===== config.mk =====
export PLATFORM = sky130hd
export DESIGN_NAME = crc8_frame_deframer_core_flat
export DESIGN_NICKNAME = d
export VERILOG_FILES = /design/src/rtl/core/cdf_pkg.sv /design/src/rtl/core/cdf_if.sv /design/src/rtl/core/cdf_front.sv /design/src/rtl/core/cdf_back.sv /design/src/rtl/core/crc8_frame_deframer_core.sv /design/src/flat_wrapper.sv
export VERILOG_INCLUDE_DIRS = /design/src /design/src/rtl/core
export SDC_FILE = /design/constraint.sdc
export NUM_CORES = 1
export LEC_CHECK = 0
export ABC_CLOCK_PERIOD_IN_PS = 6600
export BUFFER_PORTS_ARGS = -buffer_cell sky130_fd_sc_hd__buf_2
export CAP_MARGIN = 20
export CORE_MARGIN = 2
export CORE_UTILIZATION = 34
export DETAILED_ROUTE_END_ITERATION = 10
export GPL_TIMING_DRIVEN = 0
export SYNTH_ARGS = -nofsm -noshare
export SYNTH_HDL_FRONTEND = slang
export SYNTH_HIERARCHICAL = 1
export SYNTH_SLANG_ARGS = --single-unit

===== constraint.sdc =====
create_clock -name clk -period 6.6 [get_ports clk]
set_clock_uncertainty 0.2 [all_clocks]
set_input_delay 0.66 -clock clk [delete_from_list [all_inputs] [get_ports clk]]
set_output_delay 0.66 -clock clk [all_outputs]
set_load 0.02 [all_outputs]

===== src/rtl/core/crc8_frame_deframer_core_assert.svh =====
// Assertion macros shared by the deframer RTL.
// Expects clk and rst_n in scope where used.
`ifndef CRC8_FRAME_DEFRAMER_CORE_ASSERT_SVH
`define CRC8_FRAME_DEFRAMER_CORE_ASSERT_SVH

// expr must hold at every clock edge out of reset
`define CDF_ASSERT_ALWAYS(lbl, expr, msg) \
  lbl: assert property (@(posedge clk) disable iff (!rst_n) (expr)) else $error(msg);

// ante implies cons in the same cycle
`define CDF_ASSERT_IMPLY(lbl, ante, cons, msg) \
  lbl: assert property (@(posedge clk) disable iff (!rst_n) (ante) |-> (cons)) else $error(msg);

`endif


===== src/rtl/core/cdf_pkg.sv =====
// Shared types, constants and the CRC-8 byte step for the frame deframer.
// No dependencies.
package cdf_pkg;

  localparam int MAX_RESULTS = 64;
  localparam int HDR_BYTES   = 4;   // preamble, length, sequence, id
  localparam int CRC_EXTRA   = 2;   // sequence and id covered beyond the length byte

  typedef enum logic [1:0] {
    REG_PREAMBLE = 2'd0,
    REG_POLY     = 2'd1,
    REG_INIT     = 2'd2
  } cfg_reg_t;

  typedef enum logic {
    CMD_PUSH  = 1'b0,
    CMD_CLEAR = 1'b1
  } cmd_kind_t;

  typedef struct packed {
    cmd_kind_t  kind;
    logic [7:0] data;
  } cmd_t;

  typedef struct packed {
    logic [7:0] preamble;
    logic [7:0] poly;
    logic [7:0] init;
  } cfg_t;

  typedef struct packed {
    logic [7:0] seq_number;
    logic [7:0] frame_id;
    logic [5:0] payload_count;
    logic       has_payload;
    logic [7:0] payload_byte;
    logic [4:0] byte_index;
    logic       frame_end;
    logic       run_last;
  } res_t;

  // MSB-first CRC-8 over one byte
  function automatic logic [7:0] crc8_byte(input logic [7:0] crc_in,
                                           input logic [7:0] data,
                                           input logic [7:0] poly);
    logic [7:0] c;
    c = crc_in ^ data;
    for (int b = 0; b < 8; b++) begin
      if (c[7]) c = {c[6:0], 1'b0} ^ poly;
      else      c = {c[6:0], 1'b0};
    end
    return c;
  endfunction

endpackage


===== src/rtl/core/cdf_if.sv =====
// Valid/ready channel interfaces for the deframer input and result streams.
// No dependencies.
interface cdf_in_if;
  logic       valid;
  logic       ready;
  logic       func;
  logic [7:0] rx_byte;
  modport source (output valid, func, rx_byte, input ready);
  modport sink   (input valid, func, rx_byte, output ready);
endinterface

interface cdf_out_if;
  logic       valid;
  logic       ready;
  logic [7:0] seq_number;
  logic [7:0] frame_id;
  logic [5:0] payload_count;
  logic       has_payload;
  logic [7:0] payload_byte;
  logic [4:0] byte_index;
  logic       frame_end;
  logic       run_last;
  modport source (output valid, seq_number, frame_id, payload_count, has_payload,
                  payload_byte, byte_index, frame_end, run_last, input ready);
  modport sink   (input valid, seq_number, frame_id, payload_count, has_payload,
                  payload_byte, byte_index, frame_end, run_last, output ready);
endinterface


===== src/rtl/core/cdf_front.sv =====
// Input side: takes transfers, classifies them and queues them (2 entries).
// Depends on cdf_pkg and cdf_in_if.
module cdf_front import cdf_pkg::*; (
  input  logic       clk,
  input  logic       rst_n,
  cdf_in_if.sink     in_if,
  output logic       cmd_valid,
  output cmd_t       cmd,
  input  logic       cmd_ready
);

  cmd_t       q_r [2];
  logic       wp_r, wp_nxt, rp_r, rp_nxt;
  logic [1:0] cnt_r, cnt_nxt;
  logic       push, pop;
  cmd_t       in_cmd;

  assign in_if.ready = (cnt_r != 2'd2);
  assign push        = in_if.valid && in_if.ready;
  assign cmd_valid   = (cnt_r != 2'd0);
  assign pop         = cmd_valid && cmd_ready;
  assign cmd         = q_r[rp_r];

  always_comb begin
    in_cmd.kind = in_if.func ? CMD_CLEAR : CMD_PUSH;
    in_cmd.data = in_if.rx_byte;
    wp_nxt  = push ? ~wp_r : wp_r;
    rp_nxt  = pop ? ~rp_r : rp_r;
    cnt_nxt = cnt_r + {1'b0, push} - {1'b0, pop};
  end

  always_ff @(posedge clk) begin
    if (push) q_r[wp_r] <= in_cmd;
  end

  always_ff @(posedge clk) begin
    if (!rst_n) begin
      wp_r  <= 1'b0;
      rp_r  <= 1'b0;
      cnt_r <= 2'd0;
    end else begin
      wp_r  <= wp_nxt;
      rp_r  <= rp_nxt;
      cnt_r <= cnt_nxt;
    end
  end

endmodule


===== src/rtl/core/cdf_back.sv =====
// Back end: byte ring, frame scan with CRC check, result emission and output register.
// Depends on cdf_pkg, cdf_out_if and the assertion macro header.
`include "crc8_frame_deframer_core_assert.svh"
module cdf_back import cdf_pkg::*; #(
  parameter int RING_DEPTH  = 64,
  parameter int MAX_PAYLOAD = 32
) (
  input  logic       clk,
  input  logic       rst_n,
  input  logic       cmd_valid,
  input  cmd_t       cmd,
  output logic       cmd_ready,
  input  cfg_t       cfg,
  cdf_out_if.source  out_if
);

  localparam int PW = $clog2(RING_DEPTH);

  typedef enum logic [8:0] {
    S_IDLE = 9'b000000001,
    S_CHK  = 9'b000000010,
    S_PRE  = 9'b000000100,
    S_LEN  = 9'b000001000,
    S_CRC  = 9'b000010000,
    S_SEQ  = 9'b000100000,
    S_ID   = 9'b001000000,
    S_EMIT = 9'b010000000,
    S_FIN  = 9'b100000000
  } state_t;

  state_t        state_r, state_nxt;
  logic [PW-1:0] wp_r, wp_nxt, rp_r, rp_nxt;
  logic [PW-1:0] off_r, off_nxt;
  logic [7:0]    len_r, len_nxt, crc_r, crc_nxt;
  logic [7:0]    seq_r, seq_nxt, id_r, id_nxt, k_r, k_nxt;
  logic [6:0]    n_r, n_nxt;
  logic          pend_v_r, pend_v_nxt;
  res_t          pend_r, pend_nxt;
  logic          out_v_r, out_v_nxt;
  res_t          out_r, out_nxt;

  logic [7:0]    ring_mem [RING_DEPTH];
  logic [7:0]    rd_data_r;
  logic [PW-1:0] rd_off, rd_addr, wp_inc;
  logic          mem_we;
  logic [PW-1:0] fill;
  logic [8:0]    total, plen, need;
  logic          slot_free;
  res_t          new_res;

  function automatic logic [PW-1:0] ring_add(input logic [PW-1:0] a, input logic [PW-1:0] b);
    logic [PW:0] s;
    s = {1'b0, a} + {1'b0, b};
    if (s >= (PW+1)'(RING_DEPTH)) s = s - (PW+1)'(RING_DEPTH);
    return s[PW-1:0];
  endfunction

  always_comb begin
    if (wp_r >= rp_r) fill = wp_r - rp_r;
    else              fill = PW'(RING_DEPTH) - (rp_r - wp_r);
  end

  assign wp_inc    = ring_add(wp_r, PW'(1));
  assign total     = {1'b0, len_r} + 9'(HDR_BYTES);
  assign plen      = {1'b0, len_r} - 9'd1;
  assign need      = (plen == 9'd0) ? 9'd1 : plen;
  assign slot_free = !out_v_r || out_if.ready;
  assign cmd_ready = (state_r == S_IDLE);
  assign rd_addr   = ring_add(rp_r, rd_off);

  always_comb begin
    new_res.seq_number    = seq_r;
    new_res.frame_id      = id_r;
    new_res.payload_count = plen[5:0];
    new_res.has_payload   = (plen != 9'd0);
    new_res.payload_byte  = (plen != 9'd0) ? rd_data_r : 8'd0;
    new_res.byte_index    = (plen != 9'd0) ? k_r[4:0] : 5'd0;
    new_res.frame_end     = ({1'b0, k_r} + 9'd1 == need);
    new_res.run_last      = 1'b0;
  end

  always_comb begin
    state_nxt  = state_r;
    wp_nxt     = wp_r;
    rp_nxt     = rp_r;
    off_nxt    = off_r;
    len_nxt    = len_r;
    crc_nxt    = crc_r;
    seq_nxt    = seq_r;
    id_nxt     = id_r;
    k_nxt      = k_r;
    n_nxt      = n_r;
    pend_v_nxt = pend_v_r;
    pend_nxt   = pend_r;
    out_v_nxt  = out_v_r && !out_if.ready;
    out_nxt    = out_r;
    rd_off     = '0;
    mem_we     = 1'b0;

    case (state_r)
      S_IDLE: begin
        if (cmd_valid) begin
          if (cmd.kind == CMD_CLEAR) begin
            rp_nxt = wp_r;
          end else if (wp_inc == rp_r) begin
            rp_nxt = wp_r;  // full: byte dropped, ring emptied
          end else begin
            mem_we    = 1'b1;
            wp_nxt    = wp_inc;
            n_nxt     = '0;
            state_nxt = S_CHK;
          end
        end
      end
      S_CHK: begin
        rd_off    = '0;
        state_nxt = (fill == '0) ? S_FIN : S_PRE;
      end
      S_PRE: begin
        rd_off = PW'(1);
        if (rd_data_r != cfg.preamble) begin
          rp_nxt    = ring_add(rp_r, PW'(1));
          state_nxt = S_CHK;
        end else if (fill < PW'(2)) begin
          state_nxt = S_FIN;
        end else begin
          state_nxt = S_LEN;
        end
      end
      S_LEN: begin
        len_nxt = rd_data_r;
        if (rd_data_r == 8'd0 || {1'b0, rd_data_r} > 9'(MAX_PAYLOAD + 1)) begin
          rp_nxt    = ring_add(rp_r, PW'(1));
          state_nxt = S_CHK;
        end else if (16'(fill) < 16'({1'b0, rd_data_r} + 9'(HDR_BYTES))) begin
          state_nxt = S_FIN;
        end else begin
          crc_nxt   = crc8_byte(cfg.init, rd_data_r, cfg.poly);
          off_nxt   = PW'(2);
          rd_off    = PW'(2);
          state_nxt = S_CRC;
        end
      end
      S_CRC: begin
        if (16'(off_r) == 16'(total) - 16'd1) begin
          if (crc_r != rd_data_r) begin
            rp_nxt    = ring_add(rp_r, PW'(1));
            state_nxt = S_CHK;
          end else if (16'(n_r) + 16'(need) > 16'(MAX_RESULTS)) begin
            state_nxt = S_FIN;  // frame stays for a later push
          end else begin
            rd_off    = PW'(CRC_EXTRA);
            state_nxt = S_SEQ;
          end
        end else begin
          crc_nxt = crc8_byte(crc_r, rd_data_r, cfg.poly);
          off_nxt = off_r + PW'(1);
          rd_off  = off_r + PW'(1);
        end
      end
      S_SEQ: begin
        seq_nxt   = rd_data_r;
        rd_off    = PW'(CRC_EXTRA + 1);
        state_nxt = S_ID;
      end
      S_ID: begin
        id_nxt    = rd_data_r;
        k_nxt     = '0;
        rd_off    = PW'(HDR_BYTES);
        state_nxt = S_EMIT;
      end
      S_EMIT: begin
        rd_off = PW'(HDR_BYTES) + PW'(k_r);
        if (!pend_v_r || slot_free) begin
          if (pend_v_r) begin
            out_v_nxt = 1'b1;
            out_nxt   = pend_r;
          end
          pend_v_nxt = 1'b1;
          pend_nxt   = new_res;
          if (new_res.frame_end) begin
            rp_nxt    = ring_add(rp_r, PW'(total));
            n_nxt     = n_r + 7'(need);
            state_nxt = S_CHK;
          end else begin
            k_nxt  = k_r + 8'd1;
            rd_off = PW'(HDR_BYTES) + PW'(k_r) + PW'(1);
          end
        end
      end
      S_FIN: begin
        if (!pend_v_r) begin
          state_nxt = S_IDLE;
        end else if (slot_free) begin
          out_v_nxt         = 1'b1;
          out_nxt           = pend_r;
          out_nxt.run_last  = 1'b1;
          pend_v_nxt        = 1'b0;
          state_nxt         = S_IDLE;
        end
      end
      default: state_nxt = S_IDLE;
    endcase
  end

  always_ff @(posedge clk) begin
    if (mem_we) ring_mem[wp_r] <= cmd.data;
    rd_data_r <= ring_mem[rd_addr];
  end

  always_ff @(posedge clk) begin
    off_r  <= off_nxt;
    len_r  <= len_nxt;
    crc_r  <= crc_nxt;
    seq_r  <= seq_nxt;
    id_r   <= id_nxt;
    k_r    <= k_nxt;
    pend_r <= pend_nxt;
    out_r  <= out_nxt;
  end

  always_ff @(posedge clk) begin
    if (!rst_n) begin
      state_r  <= S_IDLE;
      wp_r     <= '0;
      rp_r     <= '0;
      n_r      <= '0;
      pend_v_r <= 1'b0;
      out_v_r  <= 1'b0;
    end else begin
      state_r  <= state_nxt;
      wp_r     <= wp_nxt;
      rp_r     <= rp_nxt;
      n_r      <= n_nxt;
      pend_v_r <= pend_v_nxt;
      out_v_r  <= out_v_nxt;
    end
  end

  assign out_if.valid         = out_v_r;
  assign out_if.seq_number    = out_r.seq_number;
  assign out_if.frame_id      = out_r.frame_id;
  assign out_if.payload_count = out_r.payload_count;
  assign out_if.has_payload   = out_r.has_payload;
  assign out_if.payload_byte  = out_r.payload_byte;
  assign out_if.byte_index    = out_r.byte_index;
  assign out_if.frame_end     = out_r.frame_end;
  assign out_if.run_last      = out_r.run_last;

  `CDF_ASSERT_ALWAYS(a_ptr_range, (32'(rp_r) < RING_DEPTH) && (32'(wp_r) < RING_DEPTH), "ring pointer out of range")
  `CDF_ASSERT_IMPLY(a_idle_flushed, state_r == S_IDLE, !pend_v_r, "held result left at idle")
  `CDF_ASSERT_ALWAYS(a_result_cap, 32'(n_r) <= MAX_RESULTS, "result count over limit")

endmodule


===== src/rtl/core/crc8_frame_deframer_core.sv =====
// Top level of the CRC-8 frame deframer: config registers, front queue, back end.
// Depends on cdf_pkg, cdf_if, cdf_front and cdf_back.
//
//   port   dir      role
//   in_if  sink     func + rx_byte transfers
//   out_if source   one result per payload byte (or one per empty frame)
//   cfg_*  input    register writes: 0 preamble, 1 polynomial, 2 CRC init
//
// A push steps through the ring: a dropped byte, a frame header and its CRC (one byte
// per cycle), then the sequence, id and one result per payload byte for a good frame.
// Each CRC failure drops one byte and rescans. The ring is a one-write, one-read memory.
// Reset is synchronous; the ring contents need none. Output stalls hold the scan.
module crc8_frame_deframer_core import cdf_pkg::*; #(
  parameter int RING_DEPTH  = 64,
  parameter int MAX_PAYLOAD = 32
) (
  input  logic       clk,
  input  logic       rst_n,
  cdf_in_if.sink     in_if,
  cdf_out_if.source  out_if,
  input  logic       cfg_we,
  input  logic [1:0] cfg_idx,
  input  logic [7:0] cfg_wdata
);

  cfg_t cfg_r, cfg_nxt;
  logic cmd_valid, cmd_ready;
  cmd_t cmd;

  always_comb begin
    cfg_nxt = cfg_r;
    if (cfg_we) begin
      case (cfg_idx)
        REG_PREAMBLE: cfg_nxt.preamble = cfg_wdata;
        REG_POLY:     cfg_nxt.poly     = cfg_wdata;
        REG_INIT:     cfg_nxt.init     = cfg_wdata;
        default:      cfg_nxt          = cfg_r;
      endcase
    end
  end

  always_ff @(posedge clk) begin
    if (!rst_n) begin
      cfg_r <= '{preamble: 8'hAA, poly: 8'h07, init: 8'h00};
    end else begin
      cfg_r <= cfg_nxt;
    end
  end

  cdf_front u_front (
    .clk       (clk),
    .rst_n     (rst_n),
    .in_if     (in_if),
    .cmd_valid (cmd_valid),
    .cmd       (cmd),
    .cmd_ready (cmd_ready)
  );

  cdf_back #(
    .RING_DEPTH  (RING_DEPTH),
    .MAX_PAYLOAD (MAX_PAYLOAD)
  ) u_back (
    .clk       (clk),
    .rst_n     (rst_n),
    .cmd_valid (cmd_valid),
    .cmd       (cmd),
    .cmd_ready (cmd_ready),
    .cfg       (cfg_r),
    .out_if    (out_if)
  );

endmodule

===== src/flat_wrapper.sv =====
// flat-port wrapper written by rule: the top's interface ports become plain ports
module crc8_frame_deframer_core_flat import cdf_pkg::*;
#(
  parameter int RING_DEPTH  = 64,
  parameter int MAX_PAYLOAD = 32
)
  (clk, rst_n, cfg_we, cfg_idx, cfg_wdata, in_if_valid, in_if_func, in_if_rx_byte, in_if_ready, out_if_valid, out_if_seq_number, out_if_frame_id, out_if_payload_count, out_if_has_payload, out_if_payload_byte, out_if_byte_index, out_if_frame_end, out_if_run_last, out_if_ready);
  cdf_in_if in_if_i ();
  cdf_out_if out_if_i ();
  input  logic clk;
  input  logic rst_n;
  input  logic cfg_we;
  input  logic [1:0] cfg_idx;
  input  logic [7:0] cfg_wdata;
  input wire logic [$bits(in_if_i.valid)-1:0] in_if_valid;
  input wire logic [$bits(in_if_i.func)-1:0] in_if_func;
  input wire logic [$bits(in_if_i.rx_byte)-1:0] in_if_rx_byte;
  output wire logic [$bits(in_if_i.ready)-1:0] in_if_ready;
  output wire logic [$bits(out_if_i.valid)-1:0] out_if_valid;
  output wire logic [$bits(out_if_i.seq_number)-1:0] out_if_seq_number;
  output wire logic [$bits(out_if_i.frame_id)-1:0] out_if_frame_id;
  output wire logic [$bits(out_if_i.payload_count)-1:0] out_if_payload_count;
  output wire logic [$bits(out_if_i.has_payload)-1:0] out_if_has_payload;
  output wire logic [$bits(out_if_i.payload_byte)-1:0] out_if_payload_byte;
  output wire logic [$bits(out_if_i.byte_index)-1:0] out_if_byte_index;
  output wire logic [$bits(out_if_i.frame_end)-1:0] out_if_frame_end;
  output wire logic [$bits(out_if_i.run_last)-1:0] out_if_run_last;
  input wire logic [$bits(out_if_i.ready)-1:0] out_if_ready;
  assign in_if_i.valid = in_if_valid;
  assign in_if_i.func = in_if_func;
  assign in_if_i.rx_byte = in_if_rx_byte;
  assign in_if_ready = in_if_i.ready;
  assign out_if_valid = out_if_i.valid;
  assign out_if_seq_number = out_if_i.seq_number;
  assign out_if_frame_id = out_if_i.frame_id;
  assign out_if_payload_count = out_if_i.payload_count;
  assign out_if_has_payload = out_if_i.has_payload;
  assign out_if_payload_byte = out_if_i.payload_byte;
  assign out_if_byte_index = out_if_i.byte_index;
  assign out_if_frame_end = out_if_i.frame_end;
  assign out_if_run_last = out_if_i.run_last;
  assign out_if_i.ready = out_if_ready;
  crc8_frame_deframer_core #(.RING_DEPTH(RING_DEPTH), .MAX_PAYLOAD(MAX_PAYLOAD)) u_core (.clk(clk), .rst_n(rst_n), .in_if(in_if_i), .out_if(out_if_i), .cfg_we(cfg_we), .cfg_idx(cfg_idx), .cfg_wdata(cfg_wdata));
endmodule

==> run_results.csv <==
group,metric,value,unit
floorplanning,initial_core_util,34.4,%
clocking,h-tree-depth,3,
route,drcViolationCount,0,
grt,antenna_found_initial,1,
yosys,syn_nets,2101,
clocking,worstSkewPairLatency,0.63,ns
sta,drv_slew,0,
grt,grt_usage,15.7,%
yosys,yosysWarnings,6,
route,via_count,18417,
layout,syn_to_final_growth,17.0,%
sta,worst_pin_slew,1.11,ns
floorplanning,die_h,312,um
clocking,clockBufferDepth,3,
yosys,synth_top_area_share,60.7,%
route,firstDrtPassIters,6,
yosys,netlist_area,0.0322,mm^2
route,wl_met3,4.24,mm
layout,nets,2306,
sta,fin_ws,-0.347,ns
status,failed_checks,"negative setup slack",
power,powerDensity,359,mW/mm^2
yosys,ys_top_cells_by_count,"edfxtp_1, mux4_2, nor2_1",
floorplanning,coreArea,0.0936,mm^2
power,power.leakage,12.4,nW
sta,hold_ws,0.0539,ns
sta,timing.fmax,144,MHz
placement,place.gp.congestion,0.883,
worst_setup_path,crit_path_end_kind,"register",
floorplanning,die_w,312,um
sta,period_needed,6.95,ns
job,drv_cap,0,
grt,grt_pass1_vias,18781,
clocking,tritoncts,"yes",
route,post_drt_wl_per_cell,21.7,um
grt,grt_pass1_wl,116,mm
worst_setup_path,crit_buf_inv,5,
route,postRouteAntennaNets,0,
route,wl,77.0,mm
grt,grt_max_degree,65,
worst_setup_path,arrival,7.19,ns
yosys,synthFlopType,"edfxtp_1",
grt,gr-total-overflow,0,
yosys,avgSynthCellArea,15.8,um^2
clocking,cts_sinks,718,
yosys,ys_seq_elements,718,
route,wl_met1,32.3,mm
route,highest_layer,"met4",
sta,max-slew-margin-rel,26.0,%
route,dr.first_iter.drc_count,1386,
sta,period_share,105,%
sta,setup_viol,8,
yosys,synth_cells,2033,
yosys,synth.area.top_cells,"edfxtp_1, mux4_2, dfxtp_1, xnor2_1, nor2_1",
clocking,root_buffer,"clkbuf_16",
clocking,path_clk_slew,0.06,ns
clocking,cts_buffers,76,
placement,dpl.hpwl,52.3,mm
floorplanning,rows,112,
placement,io_buffers,63,
layout,multi_input_area,0.0109,mm^2
sta,fin_tns_setup,-2.28,ns
worst_setup_path,startpoint_type,"register",
layout,regArea,0.0209,mm^2
route,wl_met2,38.6,mm
worst_setup_path,worstPathMaxFanout,10,
sta,hold_viol,0,
worst_hold_path,hold_path_class,"primary input to register",
floorplanning,die_area,0.0971,mm^2
yosys,yosys.area.top_type,"edfxtp_1",
layout,n_fill_cell,8552,
yosys,ys_seq_area_share,64.9,%
worst_setup_path,worstPathRequired,6.84,ns
worst_setup_path,crit_type,"register to register",
floorplanning,io-pin-count,64,
yosys,ys_types,93,
worst_setup_path,cpPeakStageDelay,0.57,ns
status,status,"finished, violations left",
worst_setup_path,critPathSlowestCell,"fa_2",
worst_setup_path,crit_family,"compound AO/OA/AOI/OAI gates",
yosys,synth_edf_count,651,
power,ir_worst_vdd,0.000165,V
yosys,async_reset_ff_share,0,%
yosys,yosysMostFrequentCell,"edfxtp_1",
layout,drive_gt1_share,23.6,%
route,vias_per_cell,5.19,
sta,rsz0062_at_grt,"yes",
==> worst register-to-register path, cell delays in order, from the launching register on <==
cell and delay (ns):
edfxtp_1 0.42, buf_4 0.19, nor3_4 0.32, xnor2_2 0.15
a2111o_1 0.43, o21ai_2 0.21, ha_2 0.23, inv_2 0.05
fa_2 0.40, inv_2 0.07, a21oi_2 0.06, o21bai_2 0.18
xor2_2 0.11, or4_4 0.46, o31ai_4 0.21, nand3_2 0.14
nand3b_1 0.22, a21o_1 0.22, and3_4 0.18, o21ai_4 0.08
fa_2 0.57, clkbuf_16 0.22, clkbuf_16 0.19, mux4_2 0.32
mux4_2 0.56, mux2i_1 0.22, mux2i_1 0.18
==> cell usage in the layout, fill, tap and decap left out, drive strengths merged, types with 20 or more instances in the layout <==
| cell | synthesis | final |
|---|---|---|
| nand2 | 150 | 150 |
| buf | 31 | 149 |
| clkinv | 2 | 30 |
| ha | 40 | 40 |
| edfxtp | 651 | 651 |
| mux4 | 160 | 160 |
| nand3 | 41 | 41 |
| xnor2 | 121 | 121 |
| clkbuf | 65 | 161 |
| inv | 48 | 52 |
| xor2 | 63 | 63 |
| a21oi | 46 | 46 |
| dfxtp | 67 | 67 |
| mux2i | 52 | 52 |
| nor3 | 20 | 20 |
| nor2 | 159 | 159 |
| nor2b | 21 | 21 |
| o21ai | 42 | 42 |
==> cell families after synthesis <==
logic type               synth area share, %
adder cells (fa/ha/maj)                 1.80
AO/OA/AOI/OAI                           4.31
XOR/XNOR                                6.16
buffers and inverters                   1.86
flip-flops                              64.9
multiplexers                            13.2
AND/OR/NAND/NOR                         7.72
==> power by group <==
part	switching (mW)	internal [mW]	total, mW
clock network	1.71	2.31	4.03
registers	0.115	5.34	5.46
logic	2.30	1.74	4.04
==> area by class of cell <==
type | count | area share, %
antenna | 1 | 0.00664
sequential | 718 | 55.5
clock buffer | 96 | 5.53
inverter | 50 | 0.505
buffer | 94 | 1.88
timing repair buffer | 129 | 2.74
clock inverter | 36 | 0.718
multi-input combinational | 1169 | 29.0
tap | 1254 | 4.17
==> sequential cells by signal (all words and copies together), names as in the netlist, 6 cells and up, named ones only <==
name                                count
u_core/u_front/q_r                     18
u_core/u_back/k_r                       8
u_core/u_back/rd_data_r                 8
u_core/u_back/out_if.frame_id           8
u_core/u_back/out_if.payload_byte       8
u_core/u_back/n_r                       7
u_core/u_back/out_if.payload_count      6
u_core/cfg_r                           24
u_core/u_back/off_r                     6
u_core/u_back/wp_r                      6
u_core/u_back/len_r                     8
u_core/u_back/rp_r                      6
u_core/u_back/seq_r                     8
u_core/u_back/out_if.seq_number         8
u_core/u_back/id_r                      8
u_core/u_back/crc_r                     8
u_core/u_back/state_r                   9
u_core/u_back/pend_r                   37
u_core/u_back/ring_mem                512
==> worst paths after layout <==
check	startpoint	slack [ns]	end	depth (start not counted)
setup reg to reg	u_core/u_back/len_r[0]	-0.35	u_core/u_back/rd_data_r[4]	26
hold / removal	in_if_rx_byte[2]	0.05	u_core/u_front/q_r[0][2]	1
setup / recovery	u_core/u_back/len_r[0]	-0.35	u_core/u_back/rd_data_r[4]	26
hold reg to reg	u_core/u_back/pend_r[18]	0.22	u_core/u_back/out_if.payload_count[2]	0
==> per-layer routing <==
metal	up-vias	GRT usage [%]
met3	133	2.74
met5	-	0
met2	566	26.8
met1	9485	20.2
li1	8233	-
met4	0	5.21
==> stage by stage <==
stage	power (mW)	util, %	setup slack, ns	cell area, um^2	instances
floorplan	8.41	-	0.0201	32200	2033
global placement	9.39	36.4	-2.02	34100	3350
detailed placement	9.52	36.6	-2.13	34300	3360
CTS	13.6	40.1	-0.423	37600	3547
global route	14.1	40.2	-0.510	37700	3546
finish	13.5	40.2	-0.347	37700	3547
==> timing repair <==
action,in CTS,in global routing
gates cloned,4,0
hold buffers,2,0
setup buffers,50,3
gates resized for setup,123,30
pin swaps,12,14
endpoints found under the hold margin,3,0
endpoints found under the setup margin,8,9
No activity file was read; power rests on OpenSTA's default activity.
